$ cat config.mk
export PLATFORM = sky130hd
export DESIGN_NAME = vlmi_mul
export DESIGN_NICKNAME = d
export VERILOG_FILES = /design/src/rtl/vlmi_pkg.sv /design/src/rtl/vlmi_mul.sv
export SDC_FILE = /design/constraint.sdc
export NUM_CORES = 2
export LEC_CHECK = 0
export BUFFER_PORTS_ARGS = -buffer_cell sky130_fd_sc_hd__buf_2
export CORE_ASPECT_RATIO = 1.5
export CORE_MARGIN = 2
export CORE_UTILIZATION = 25
export DETAILED_ROUTE_END_ITERATION = 12
export SLEW_MARGIN = 40
export SYNTH_ARGS = -nofsm -noshare
export SYNTH_HDL_FRONTEND = slang
export SYNTH_SLANG_ARGS = --single-unit
$ cat constraint.sdc
create_clock -name clk_i -period 18 [get_ports clk_i]
set_input_delay 2.7 -clock clk_i [delete_from_list [all_inputs] [get_ports clk_i]]
set_output_delay 2.7 -clock clk_i [all_outputs]
set_load 0.02 [all_outputs]
$ cat src/rtl/vlmi_pkg.sv
`timescale 1ns / 1ps

package vlmi_pkg;

  // Fixed-point format of velocities, accelerations and times.
  localparam int FRAC_BITS  = 16;
  localparam int WORD_WIDTH = 32;
  // Position carries the full integer range of a word plus the fraction.
  localparam int LOC_WIDTH  = WORD_WIDTH + FRAC_BITS;

  // Shared multiplier: one extra operand bit holds a velocity sum.
  localparam int MUL_W  = WORD_WIDTH + 1;
  localparam int PROD_W = 2 * MUL_W;

  // Ramp-time divider: numerator is a velocity difference scaled by 2^FRAC_BITS.
  localparam int NUM_W     = WORD_WIDTH + 1 + FRAC_BITS;
  localparam int QUO_W     = WORD_WIDTH - 1;
  localparam int DIV_CNT_W = $clog2(WORD_WIDTH);

  localparam logic signed [WORD_WIDTH-1:0] VMIN_RST = '0;
  localparam logic signed [WORD_WIDTH-1:0] VMAX_RST = WORD_WIDTH'(10 << FRAC_BITS);
  localparam logic signed [WORD_WIDTH-1:0] AMIN_RST = WORD_WIDTH'(-(2 << FRAC_BITS));
  localparam logic signed [WORD_WIDTH-1:0] AMAX_RST = WORD_WIDTH'(2 << FRAC_BITS);

  typedef enum logic [1:0] {
    CFG_VMIN = 2'd0,
    CFG_VMAX = 2'd1,
    CFG_AMIN = 2'd2,
    CFG_AMAX = 2'd3
  } cfg_idx_e;

  typedef enum logic [3:0] {
    S_IDLE,
    S_AT,
    S_VSUM,
    S_VRND,
    S_CLASS,
    S_PREP,
    S_DIV,
    S_DWAIT,
    S_SEG,
    S_SRND,
    S_CRU,
    S_CRND,
    S_CADD,
    S_FIN,
    S_LOC,
    S_OUT
  } st_e;

  typedef struct packed {
    logic signed [WORD_WIDTH-1:0] accel_command;
    logic signed [WORD_WIDTH-1:0] step_time;
  } in_word_t;

  typedef struct packed {
    logic signed [WORD_WIDTH-1:0] distance;
    logic signed [WORD_WIDTH-1:0] new_speed;
    logic signed [LOC_WIDTH-1:0]  new_location;
    logic                         step_error;
  } out_word_t;

  typedef struct packed {
    logic done;
    logic sat;
  } div_stat_t;

  // Inverted range: a value below lo gives lo, any other value gives hi.
  function automatic logic signed [WORD_WIDTH-1:0] clamp_word(
    input logic signed [WORD_WIDTH-1:0] x,
    input logic signed [WORD_WIDTH-1:0] lo,
    input logic signed [WORD_WIDTH-1:0] hi
  );
    logic signed [WORD_WIDTH-1:0] r;
    if (x < lo) begin
      r = lo;
    end else if (x > hi) begin
      r = hi;
    end else begin
      r = x;
    end
    return r;
  endfunction

  // Divide by 2^s, round to nearest with ties away from zero. For a negative
  // value the bias is one less, which gives the same result in one add.
  function automatic logic signed [PROD_W-1:0] rnd_shift(
    input logic signed [PROD_W-1:0] x,
    input int unsigned              s
  );
    logic signed [PROD_W-1:0] bias;
    bias = $signed((PROD_W'(1) << (s - 1)) - PROD_W'(x[PROD_W-1]));
    return (x + bias) >>> s;
  endfunction

endpackage

$ cat src/rtl/vlmi_mul.sv
`timescale 1ns / 1ps

module vlmi_mul (
  input  logic                                  clk_i,
  input  logic signed [vlmi_pkg::MUL_W-1:0]     a_i,
  input  logic signed [vlmi_pkg::MUL_W-1:0]     b_i,
  output logic signed [vlmi_pkg::PROD_W-1:0]    prod_o
);
  import vlmi_pkg::*;

  logic signed [PROD_W-1:0] prod_q;

  always_ff @(posedge clk_i) begin
    prod_q <= PROD_W'(a_i) * PROD_W'(b_i);
  end

  assign prod_o = prod_q;

endmodule

==> flow_summary.yaml <==
worst_setup_path:
  startpoint_type: "primary input"
  worst_ep_required_time_ps: 18270
  arrival_ps: 10790
  critPathMaxFanout: 33
  path_class: "primary input to register"
  max_stage_delay_ps: 760
  cp_common_cell: "fa_1"
  end_kind: "register"
  path_cells: "buf_2, nand2_1, fa_1, fa_1, fa_1, inv_1, fa_1, fa_1, fa_1, fa_1, inv_1, fa_1, inv_1, ha_1, nand3_1, nor2_1, nand2_1, nor3_1, o311ai_4, nand3_2, a211oi_1, a311oi_1"
  crit_slowest_cell: "fa_1"
global_route:
  grt_pass1_vias: 32700
  grt_pass1_wl_um: 185000
  grt_usage_pct: 14.6
  grt_overflow: 0
  antenna_found_initial: 11
  grt_max_degree: 34
finish:
  final_layout_size_suffix_gt1_share_pct: 4.90
  largest_reg_flops: 66
  fin_nets: 5712
  area_delta_synth_final_pct: 7.38
die:
  die_h_um: 498
  core-area_um2: 162000
  rows: 181
  dieArea_um2: 166000
  die_w_um: 334
  num_io_pins: 133
  start_util_pct: 25.2
routing:
  viasPerCell: 4.54
  dr.pass1.iters: 5
  wl_per_cell_um: 18.6
  routed_wl_um: 119000
  route.detailed.drc: 0
  drt_iter0_markers: 1518
  vias: 29000
  drtAntennaViolNets: 0
yosys:
  ys_seq_area_share_pct: 3.24
  ys_ff_latch: 66
  ys_warn_count: 0
  netlist_area_um2: 40700
  synth-main-ff-cell: "dfxtp_1"
  syn_nets: 5767
  synth_cell_types: 80
  synth_edf_count: 0
  syn_area_per_cell_um2: 9.39
  synthArstFlopShare_pct: 0
  syn_inst: 4338
cts:
  ctsLongestPathBuffers: 2
  postCtsHoldBufs: 0
  cts_tree: "yes"
  cts_buffers: 9
  cts_setup_buffers: 0
  htree_levels: 3
  clk_pin_slew_ps: 70
  cts_sinks: 66
  post_cts_resized: 0
  cts_root_buf: "clkbuf_16"
sta:
  setup_tns_ps: 0
  min_period_over_period_pct: 58.4
  rsz0062_at_grt: "false"
  max_freq_mhz: 95.1
  slew_headroom_pct: 40.3
  hold_viol: 0
  drv_slew: 0
  setup_viol: 0
  worstMarginPinSlew_ps: 895
  fin_crit_ps: 10510
placement:
  dp.final_hpwl_um: 97700
  place.gp.congestion: 0.851
  place.port_buffers: 132
hold_path:
  hold_path.class: "primary input to register"
status:
  status: "completed"
job:
  maxCapViolCount: 0
-- metal layers --
layer  up-vias  track usage, %  share of wire (%)
met5         -               0              0.078
met4        16            9.67                7.8
met3       372            1.57                3.8
met2       879            27.3                 55
met1     15500            15.2                 34
li1      12200               -                  -
-- cell usage in the layout, fill, tap and decap left out, types with 26 or more instances in the layout --
cell     count
buf_4       26
nor2_1      68
xnor2_1     43
inv_1     1131
a21o_1      36
a21oi_1     57
fa_1      1143
dfxtp_1     66
nand2_1    551
and2_1     562
ha_1       217
buf_2      127
-- layout make-up --
type / instances / area, um^2
fillers: 17300 / 118000
multi-input cells: 2920 / 34300
inverters: 1131 / 4250
well taps: 2104 / 2630
flip-flops and latches: 66 / 1320
repair buffers: 155 / 886
clock buffers: 10 / 239
clock inverters: 6 / 90.1
diodes: 2 / 5.00
-- synth_stat cells (all sizes together), types with 13 or more instances --
library cell,number,area (um^2)
fa,1145,22900
inv,1131,4250
and2,563,3520
nand2,551,2070
ha,217,2720
clkbuf,208,781
nor2,68,255
dfxtp,66,1320
a21oi,61,328
xnor2,43,377
a21o,38,288
o21ai,33,173
nand3,26,135
xor2,25,219
buf,13,70.1
-- cell families (layout without fill, tap and decap cells) --
logic type,count (synthesis),count (layout),share of synthesized area [%]
xor gates and xnor gates,68,68,1.46
and+or+nand+nor,1271,1271,15.8
other,0,2,0
DFF,66,66,3.24
adders and majority gates,1362,1362,62.9
AOI/OAI and AO/OA,219,219,4.07
buffers and inverters,1352,1302,12.5
-- per-stage QoR --
stage | utilization, % | setup WS (ps) | cells | area, um^2 | hold slack, ps
finish | 27.0 | 7490 | 6394 | 43700 | 2900
global route | 27.0 | 7190 | 6392 | 43700 | 2910
CTS | 27.0 | 7500 | 6390 | 43700 | 2870
detailed placement | 26.8 | 7110 | 6374 | 43300 | 3110
global placement | 26.8 | 7110 | 6374 | 43300 | 3120
floorplan | - | 8060 | 4338 | 40700 | 2830
-- worst max-delay path: cells and delay by family --
| family | cells | cell delay [ps] |
|---|---|---|
| compound gates | 3 | 640 |
| fa+ha+maj | 9 | 4770 |
| buf+inv | 4 | 790 |
| simple gates | 6 | 1870 |
-- worst paths after layout --
path | startpoint | endpoint | slack [ps] | cells after the start
max | b_i[10] | prod_o[64] | 7490 | 22
min | b_i[0] | prod_o[0] | 2900 | 2
Power is left out: the tool's default activity adds up to more than one toggle a clock period on the data nets, which glitch-free logic cannot reach.
