File: src/rtl/vlmi_pkg.sv
`timescale 1ns / 1ps

package vlmi_pkg;

  // Fixed-point format of velocities, accelerations and times.
  localparam int FRAC_BITS  = 16;
  localparam int WORD_WIDTH = 32;
  // Position carries the full integer range of a word plus the fraction.
  localparam int LOC_WIDTH  = WORD_WIDTH + FRAC_BITS;

  // Shared multiplier: one extra operand bit holds a velocity sum.
  localparam int MUL_W  = WORD_WIDTH + 1;
  localparam int PROD_W = 2 * MUL_W;

  // Ramp-time divider: numerator is a velocity difference scaled by 2^FRAC_BITS.
  localparam int NUM_W     = WORD_WIDTH + 1 + FRAC_BITS;
  localparam int QUO_W     = WORD_WIDTH - 1;
  localparam int DIV_CNT_W = $clog2(WORD_WIDTH);

  localparam logic signed [WORD_WIDTH-1:0] VMIN_RST = '0;
  localparam logic signed [WORD_WIDTH-1:0] VMAX_RST = WORD_WIDTH'(10 << FRAC_BITS);
  localparam logic signed [WORD_WIDTH-1:0] AMIN_RST = WORD_WIDTH'(-(2 << FRAC_BITS));
  localparam logic signed [WORD_WIDTH-1:0] AMAX_RST = WORD_WIDTH'(2 << FRAC_BITS);

  typedef enum logic [1:0] {
    CFG_VMIN = 2'd0,
    CFG_VMAX = 2'd1,
    CFG_AMIN = 2'd2,
    CFG_AMAX = 2'd3
  } cfg_idx_e;

  typedef enum logic [3:0] {
    S_IDLE,
    S_AT,
    S_VSUM,
    S_VRND,
    S_CLASS,
    S_PREP,
    S_DIV,
    S_DWAIT,
    S_SEG,
    S_SRND,
    S_CRU,
    S_CRND,
    S_CADD,
    S_FIN,
    S_LOC,
    S_OUT
  } st_e;

  typedef struct packed {
    logic signed [WORD_WIDTH-1:0] accel_command;
    logic signed [WORD_WIDTH-1:0] step_time;
  } in_word_t;

  typedef struct packed {
    logic signed [WORD_WIDTH-1:0] distance;
    logic signed [WORD_WIDTH-1:0] new_speed;
    logic signed [LOC_WIDTH-1:0]  new_location;
    logic                         step_error;
  } out_word_t;

  typedef struct packed {
    logic done;
    logic sat;
  } div_stat_t;

  // Inverted range: a value below lo gives lo, any other value gives hi.
  function automatic logic signed [WORD_WIDTH-1:0] clamp_word(
    input logic signed [WORD_WIDTH-1:0] x,
    input logic signed [WORD_WIDTH-1:0] lo,
    input logic signed [WORD_WIDTH-1:0] hi
  );
    logic signed [WORD_WIDTH-1:0] r;
    if (x < lo) begin
      r = lo;
    end else if (x > hi) begin
      r = hi;
    end else begin
      r = x;
    end
    return r;
  endfunction

  // Divide by 2^s, round to nearest with ties away from zero. For a negative
  // value the bias is one less, which gives the same result in one add.
  function automatic logic signed [PROD_W-1:0] rnd_shift(
    input logic signed [PROD_W-1:0] x,
    input int unsigned              s
  );
    logic signed [PROD_W-1:0] bias;
    bias = $signed((PROD_W'(1) << (s - 1)) - PROD_W'(x[PROD_W-1]));
    return (x + bias) >>> s;
  endfunction

endpackage

File: src/rtl/vlmi_div.sv
`timescale 1ns / 1ps

module vlmi_div (
  input  logic                              clk_i,
  input  logic                              rst_ni,
  input  logic                              start_i,
  input  logic [vlmi_pkg::NUM_W-1:0]        num_i,
  input  logic [vlmi_pkg::WORD_WIDTH-1:0]   den_i,
  output vlmi_pkg::div_stat_t               stat_o,
  output logic [vlmi_pkg::QUO_W-1:0]        quo_o
);
  import vlmi_pkg::*;

  localparam int HI_W = NUM_W - QUO_W;

  logic [HI_W-1:0]       n_hi;
  logic                  too_big;
  logic [WORD_WIDTH:0]   trial;
  logic                  ge;
  logic [WORD_WIDTH-1:0] rem_d, rem_q;
  logic [WORD_WIDTH-1:0] den_q;
  logic [QUO_W-1:0]      sh_q;
  logic [DIV_CNT_W-1:0]  cnt_q;
  logic                  run_q, done_q, sat_q;

  // A quotient that needs more than QUO_W bits exceeds any legal step time.
  assign n_hi    = num_i[NUM_W-1:QUO_W];
  assign too_big = NUM_W'(n_hi) >= NUM_W'(den_i);

  assign trial = {rem_q, sh_q[QUO_W-1]};
  assign ge    = trial >= {1'b0, den_q};
  assign rem_d = ge ? WORD_WIDTH'(trial - {1'b0, den_q}) : trial[WORD_WIDTH-1:0];

  always_ff @(posedge clk_i or negedge rst_ni) begin
    if (!rst_ni) begin
      run_q  <= 1'b0;
      done_q <= 1'b0;
      sat_q  <= 1'b0;
      cnt_q  <= '0;
    end else if (start_i) begin
      sat_q  <= too_big;
      run_q  <= !too_big;
      done_q <= too_big;
      cnt_q  <= DIV_CNT_W'(QUO_W);
    end else if (run_q) begin
      cnt_q <= cnt_q - 1'b1;
      if (cnt_q == DIV_CNT_W'(1)) begin
        run_q  <= 1'b0;
        done_q <= 1'b1;
      end
    end else begin
      done_q <= 1'b0;
    end
  end

  // The low dividend bits shift out at the top while quotient bits enter below.
  always_ff @(posedge clk_i) begin
    if (start_i) begin
      rem_q <= WORD_WIDTH'(n_hi);
      sh_q  <= num_i[QUO_W-1:0];
      den_q <= den_i;
    end else if (run_q) begin
      rem_q <= rem_d;
      sh_q  <= {sh_q[QUO_W-2:0], ge};
    end
  end

  assign stat_o.done = done_q;
  assign stat_o.sat  = sat_q;
  assign quo_o       = sh_q;

endmodule

File: config.mk
export PLATFORM = sky130hd
export DESIGN_NAME = vlmi_div
export DESIGN_NICKNAME = d
export VERILOG_FILES = /design/src/rtl/vlmi_pkg.sv /design/src/rtl/vlmi_div.sv
export SDC_FILE = /design/constraint.sdc
export NUM_CORES = 1
export LEC_CHECK = 0
export BUFFER_PORTS_ARGS = -buffer_cell sky130_fd_sc_hd__clkbuf_2
export CAP_MARGIN = 20
export CORE_ASPECT_RATIO = 1.75
export CORE_MARGIN = 10
export CORE_UTILIZATION = 57
export DETAILED_ROUTE_END_ITERATION = 7
export PLACE_DENSITY = 0.81
export SETUP_SLACK_MARGIN = 0.5
export SLEW_MARGIN = 20
export SYNTH_ARGS = -nofsm -noshare
export SYNTH_HDL_FRONTEND = slang
export SYNTH_SLANG_ARGS = --single-unit
File: constraint.sdc
create_clock -name clk_i -period 3.04 [get_ports clk_i]
set_input_delay 0.304 -clock clk_i [delete_from_list [all_inputs] [get_ports clk_i]]
set_output_delay 0.304 -clock clk_i [all_outputs]
set_load 0.02 [all_outputs]
==> parameters.txt, run 1 <==
Parameter                              Value

Critical path
  CP Launch Type    register
  Max Fanout on Critical Path    3
  Nature of the critical path endpoint    register
  Ordered list of cells on the worst path    inv_2, ha_4, inv_2, fa_2, a21o_1, a31oi_4, nor4b_2, or3_4, a21oi_4, nor3b_1, o41a_1, nor3_1
  Data arrival time at the worst-slack endpoint    3.11 ns
  Reg2reg path depth    12
  Data required time of the worst path    3.26 ns
  RR Startpoint    quo_o[30]
  End of the worst register-to-register path    rem_q[22]
  Most used cell along the critical path    inv_2
  Cell at the slowest stage of the critical path    or3_4
  Longest individual stage delay on the worst path    0.43 ns
  Register-to-Register Setup Slack    0.15 ns
  Category of the critical setup timing path    reg2reg

Layout
  Layout Nets    approximately 970
  Fill cell total of the finished layout    roughly 700
  Synthesis-to-finish area growth    31.42%
  Commonest non-fill, non-tap cell in the layout    clkbuf_2
  Commonest cells after routing, fill and taps aside    115 x clkbuf_2, 81 x edfxtp_1, 67 x inv_1
  Number of diodes added for antenna fixing    0
  Fraction of layout instances using a drive strength above 1    slightly below 40%

Drt
  Starting DRT DRC Count    551
  Vias post-DR    6269
  Vias/cell    ~6.5
  DRC viols    0
  First-pass detailed-route iteration total    8
  Remaining antenna violation count    0
  Average routed wire per standard cell    22.46 um
  Total wire length after detailed routing    between 20000 and 25000 um

Floorplan
  Ports placed on the boundary    117
  Die extent in y    163.9 um
  DIE WIDTH    roughly 100 um
  Full die area    16750 um^2
  Number of core rows    52
  Core region area    11580 um^2
  Starting density of the core    58.21%

Global route
  Largest net degree at the start of global routing    79
  First-pass GRT wire length    approximately 31000 um
  Global-route usage over all layers    22.97%
  Initial antenna violation count    0
  Congestion Overflow GR    0
  Via count of the first global-routing pass    roughly 6400

Logic synthesis
  Count of synthesis-stage warnings from yosys    0
  Syn Std Cell Area    6741 um^2
  Synthesized netlist cell count    678
  Post-synthesis share of cell area spent on and, or, nand and nor gates    12.34%
  Cell types with the largest area share after synthesis    edfxtp_1 36%, ha_1 9.7%, mux2_2 6.2%, dfxtp_1 4.2%, inv_1 4.0%
  Cell taking the most area after synthesis    edfxtp_1
  Sequential fraction of the synthesis area    a little over two fifths
  Synthesized-area fraction occupied by adder cells    9.948%
  Number of distinct standard cells referenced by the synthesized netlist    65
  Mux contribution to synthesized area    7.071%
  Proportion of netlist area held by the largest area contributor    36.08%
  Count of flip-flops with a built-in enable after synthesis    81
  Post-synthesis async set-or-reset flop share    under 10%
  Prevailing post-synth register cell    edfxtp_1
  Share of the synthesized netlist area taken by xor and xnor gates    3.638%
  Share of the synthesized area in compound gates (AO/OA/AOI/OAI)    17.28%
  Count of state elements after synthesis    between 100 and 150
  Synthesized Nets    815
  Synthesized area divided by synthesized cell count    9.943 um^2
  Combinational family with the most area after synthesis    compound AO/OA/AOI/OAI gates

Clock network
  Library cell used as clock root buffer    clkbuf_16
  Clock tree from TritonCTS    done
  Clock latency of the later-clocked register in the worst-skew pair    0.36 ns
  Clock buffer depth    2
  Number of sinks driven by the clock tree    slightly above 100
  Level count of the clock H-tree    3
  Number of buffers added by the clock tree synthesis step    9
  Post-CTS clock slew at the launch and capture registers of the worst setup and hold paths    around 0.080 ns

STA
  Clock period minus final worst setup slack    2.891 ns
  Fraction of the cycle the final worst path needs    95.10%
  Final hold vios    0
  Worst slew margin relative to its limit    46.88%
  Setup repair after global routing missed its margin    true
  Transition time at the pin with the least slew margin    0.7884 ns
  Final setup vio count    0
  Achievable frequency    between 300 and 400 MHz
  Maximum clock skew at final layout    0.01471 ns
  Final Slew Violations    0
  Setup TNS    0 ns

Min path
  End point of the most critical hold path    den_q[3]
  Worst Hold Depth    1
  Worst hold path class    in2reg
  Startpoint of the worst hold path    den_i[3]

Placed design
  Gp weighted congestion    just over 0.9
  Post-DP HPWL    13240 um
  Number of buffers inserted by port buffering    116

Flow run
  Count of max-cap constraint violations    0

Power and ir drop
  Worst vdd rail ir drop    0.4773 mV
  Standby leakage power    3.846 nW
  Pwr/cell area    between 800 and 900 nW/um^2
  Total power consumption of the routed design    7.355 mW

Status
  Result of the run    complete, no violations
-- routing by layer --
metal  track usage, %  vias to the layer above  share of wire (%)
met3            5.637                      173                7.4
met1            22.98                     2933                 33
li1                 -                     2758                  -
met2            40.72                      405                 51
met4            15.14                        0                9.1
met5                0                        -                  0
-- what timing repair did --
action                                 in CTS  in global routing
resized for setup                          62                 63
buffers inserted                           26                 17
endpoints found under the hold margin       8                  0
pin swaps                                  28                 32
cloned                                      2                  3
hold buffers                                1                  0
setup endpoints to repair                  33                 33
-- where the power goes --
part	leakage [nW]	switching, mW	total [mW]	internal [mW]
clock	0.151	0.603	1.19	0.591
combinational	2.67	2.25	4.11	1.86
sequential	1.02	0.223	2.05	1.83
total	3.85	3.07	7.36	4.28
-- state kept, by name, summed over array words and instances (netlist names) --
register	cells
den_q	32
rem_q	32
quo_o	31
cnt_q	5
done_q	1
run_q	1
sat_q	1
-- layout make-up --
| class | count | area (um^2) | share of cell area [%] |
|---|---|---|---|
| Inverter | 72 | 270.3 | 3.050 |
| Sequential cell | 103 | 2913 | 32.88 |
| Clock inverter | 7 | 86.33 | 0.9744 |
| Tap cell | 135 | 168.9 | 1.907 |
| Multi-Input combinational cell | 469 | 4010 | 45.26 |
| Clock buffer | 9 | 225.2 | 2.542 |
| Timing Repair Buffer | 174 | 1186 | 13.39 |
-- stage by stage --
stage          setup WS [ns]  cells  util [%]  hold slack [ns]  cell area, um^2
6_report              0.1491    969     76.50           0.1283             8860
5_1_grt              0.08633    969     76.50           0.1270             8860
4_1_cts               0.3433    949     72.41           0.1235             8386
3_5_place_dp          0.1726    904     64.52           0.1593             7472
3_3_place_gp          0.2242    904     64.52           0.1526             7472
2_1_floorplan         0.3248    678         -         0.008409             6802
-- cells by family (layout without fill, tap and decap cells) --
family / after synthesis / after routing
flip-flops: 103 / 103
AND/OR/NAND/NOR: 171 / 171
adder cells (fa/ha/maj): 53 / 53
buffers and inverters: 106 / 262
multiplexers: 43 / 43
AO/OA/AOI/OAI: 174 / 174
XOR/XNOR: 28 / 28
-- synthesized netlist by cell type, types with 6 or more instances --
| cell type | instances |
|---|---|
| clkbuf_1 | 20 |
| nand4_1 | 10 |
| o21a_1 | 8 |
| mux2_2 | 37 |
| xor2_1 | 12 |
| nor3_1 | 13 |
| nand2b_1 | 12 |
| dfrtp_1 | 8 |
| xnor2_1 | 16 |
| buf_2 | 6 |
| nor4_1 | 7 |
| edfxtp_1 | 81 |
| nor2_1 | 46 |
| dfxtp_1 | 14 |
| ha_1 | 52 |
| a21oi_1 | 50 |
| nand3_1 | 13 |
| a211oi_1 | 14 |
| a21o_1 | 13 |
| nand2_1 | 45 |
| mux2i_1 | 6 |
| inv_1 | 72 |
| o21ai_0 | 38 |
-- worst max-delay path, delay by kind of cell, from the launching register on --
family / cells / cell delay (ns)
buffers and inverters: 2 / 0.13
adders and majority gates: 2 / 0.49
and+or+nand+nor: 4 / 0.88
AOI/OAI and AO/OA: 4 / 0.82
DFF: 1 / 0.42
-- worst max path at each step --
| stage | startpoint | endpoint | slack (ns) | cells after the start |
|---|---|---|---|---|
| floorplan | quo_o[30] | rem_q[22] | 0.32 | 12 |
| global placement | den_q[24] | rem_q[14] | 0.22 | 10 |
| detailed placement | rem_q[7] | rem_q[14] | 0.17 | 9 |
| CTS | quo_o[30] | rem_q[22] | 0.34 | 12 |
| global route | den_q[19] | rem_q[23] | 0.09 | 12 |
| finish | quo_o[30] | rem_q[22] | 0.15 | 12 |
(Power assumes the default switching activity.)
==> inputs of run 2 (changes only) <==
--- a/config.mk
+++ b/config.mk
@@ -12,6 +12,7 @@
 export CORE_UTILIZATION = 57
 export DETAILED_ROUTE_END_ITERATION = 7
 export PLACE_DENSITY = 0.81
+export RECOVER_POWER = 50
 export SETUP_SLACK_MARGIN = 0.5
 export SLEW_MARGIN = 20
 export SYNTH_ARGS = -nofsm -noshare
==> run 2 against run 1 <==
The flow now finishes with violations (max-capacitance violations, max-slew violations). Worst hold slack improved by 0.0017 ns. Total power barely moved. Register-to-register slack lost 0.04 ns. Die area unchanged. First-iteration DRC count fell by 6.0%. Global-route usage unchanged.
==> parameters.txt, run 2 (synthesis results as in run 1) <==
Parameter                              Value

Min path
  Worst hold path class    in2reg

Placed design
  Cells after DPL    ~900
  Placed cell areas    7472 um^2
  Gp weighted congestion    0.9206
  Number of buffers inserted by port buffering    116
  Pre-CTS setup slack    around 0.17 ns
  Post-DP HPWL    13240 um

Layout
  Commonest cells after routing, fill and taps aside    86 x clkbuf_2, 81 x edfxtp_1, 67 x inv_1
  Fill cell total of the finished layout    723
  Fraction of layout instances using a drive strength above 1    35.25%
  Register area    between 2000 and 3000 um^2
  Layout Nets    roughly 970
  Synthesis-to-finish area growth    30.57%
  Fraction of the core area covered by cells at the end of the flow    about three quarters
  Area occupied by multi-input gates    4010 um^2
  Commonest non-fill, non-tap cell in the layout    clkbuf_2
  Cell area after layout    between 8000 and 9000 um^2
  Filler-free cell count of the finished design    970

Floorplan
  Ports placed on the boundary    117
  Number of core rows    52
  Die extent in y    163.9 um
  DIE WIDTH    102.2 um
  Starting density of the core    58.21%
  Core region area    between 10000 and 15000 um^2
  Full die area    16750 um^2

Clock network
  Clock buffer depth    2
  Library cell used as clock root buffer    clkbuf_16
  Clock latency of the later-clocked register in the worst-skew pair    0.36 ns
  Number of sinks driven by the clock tree    103
  Level count of the clock H-tree    3
  Post-CTS clock slew at the launch and capture registers of the worst setup and hold paths    0.08 ns
  Clock tree from TritonCTS    done
  Number of buffers added by the clock tree synthesis step    9

Power and ir drop
  Worst vdd rail ir drop    0.4781 mV
  Switching share of power    41.80%
  Pwr/cell area    835.2 nW/um^2
  Part of the power in registers    27.9%
  Part of the total power dissipated in combinational logic    between 50% and 60%
  Total internal power    about 4.3 mW
  Switching Power    3.073 mW
  Total power consumption of the routed design    roughly 7.4 mW
  Standby leakage power    3.744 nW
  Proportion of power drawn by the clock network    16.2%

Critical path
  Nature of the critical path endpoint    register
  Most used cell along the critical path    inv_2
  Longest individual stage delay on the worst path    0.43 ns
  Data arrival time at the worst-slack endpoint    3.08 ns
  Data required time of the worst path    3.19 ns
  Max Fanout on Critical Path    3
  Cell at the slowest stage of the critical path    edfxtp_1
  CP Launch Type    register
  Ordered list of cells on the worst path    inv_2, ha_4, inv_2, fa_2, a21o_1, a31oi_4, nor4b_2, or3_4, a21oi_4, nor3b_1, o41a_1, nor3_1
  Category of the critical setup timing path    reg2reg

Global route
  Busiest grt layer    met2
  First-pass GRT wire length    30510 um
  GR met2 Demand/Resource    40.72%
  Largest net degree at the start of global routing    79
  Global-route usage over all layers    22.97%
  Via count of the first global-routing pass    6369
  Initial antenna violation count    0
  Routing usage on met1    between 20% and 30%
  Met3 global-route usage    5.637%
  Congestion Overflow GR    0

STA
  Final Slew Violations    120
  Setup TNS    0 ns
  Worst setup margin    between 0.1 and 0.15 ns
  Fraction of the cycle the final worst path needs    between 90% and 100%
  Clock period minus final worst setup slack    2.935 ns
  Final setup vio count    0
  Final hold vios    0
  Final hold slack    0.1300 ns
  Setup repair after global routing missed its margin    true
  Achievable frequency    roughly 340 MHz
  Worst slew margin relative to its limit    -35.56%
  Transition time at the pin with the least slew margin    2.033 ns
  Maximum clock skew at final layout    0.01439 ns

Status
  Failing checks    max-capacitance violations, max-slew violations
  Result of the run    finished, violations left

Drt
  First-pass detailed-route iteration total    6
  Remaining antenna violation count    0
  DRC viols    0
  Total wire length after detailed routing    21860 um
  Vias/cell    6.501
  Starting DRT DRC Count    518
  Average routed wire per standard cell    22.54 um
  Vias post-DR    6306

Flow run
  Count of max-cap constraint violations    2
run 2: path summary, 6_finish.rpt:
check,end,slack (ns),from,cells past startpoint
max in group asynchronous,done_q,2.30,rst_ni,2
setup / recovery,rem_q[22],0.11,quo_o[30],12
hold reg to reg,rem_q[18],0.54,rem_q[18],2
hold / removal,den_q[1],0.13,den_i[1],1
setup reg to reg,rem_q[22],0.11,quo_o[30],12
min in group asynchronous,cnt_q[2],0.43,rst_ni,2
run 2: cell type report:
cell class,instances,share of cell area [%]
timing repair buffer,174,12.79
clock buffer,9,2.559
tap,135,1.919
antenna,1,0.02843
clock inverter,7,0.9808
multi-input combinational,469,45.56
sequential,103,33.09
inverter,72,3.070
run 2: routing by layer:
layer | vias up | wire length, um
li1 | 2765 | -
met1 | 2986 | 7200
met4 | 0 | 1867
met3 | 159 | 1613
met2 | 396 | 11180
met5 | - | 0
run 2: worst max-delay path, delay by kind of cell (launching register included):
kind	cells	cell delay, ns
AO/OA/AOI/OAI	4	0.83
adder cells (fa/ha/maj)	2	0.49
buffers and inverters	2	0.13
flip-flops	1	0.43
AND/OR/NAND/NOR	4	0.85
run 2: timing repair:
item                                   in CTS  in global routing
pin swaps                                  28                 32
setup endpoints to repair                  33                 33
cloned                                      2                  3
resized for setup                          62                 63
buffers inserted                           26                 17
endpoints found under the hold margin       8                  0
hold buffers                                1                  0
run 2: power groups by stage:
| stage | clock (mW) | sequential, mW | combinational [mW] |
|---|---|---|---|
| final | 1.19 | 2.05 | 4.11 |
| after global routing | 1.24 | 2.08 | 4.33 |
| after CTS | 1.20 | 2.02 | 3.26 |
| after detailed placement | 0 | 2.01 | 2.66 |
| after global placement | 0 | 2.00 | 2.60 |
| after floorplan | 0 | 2.04 | 2.04 |
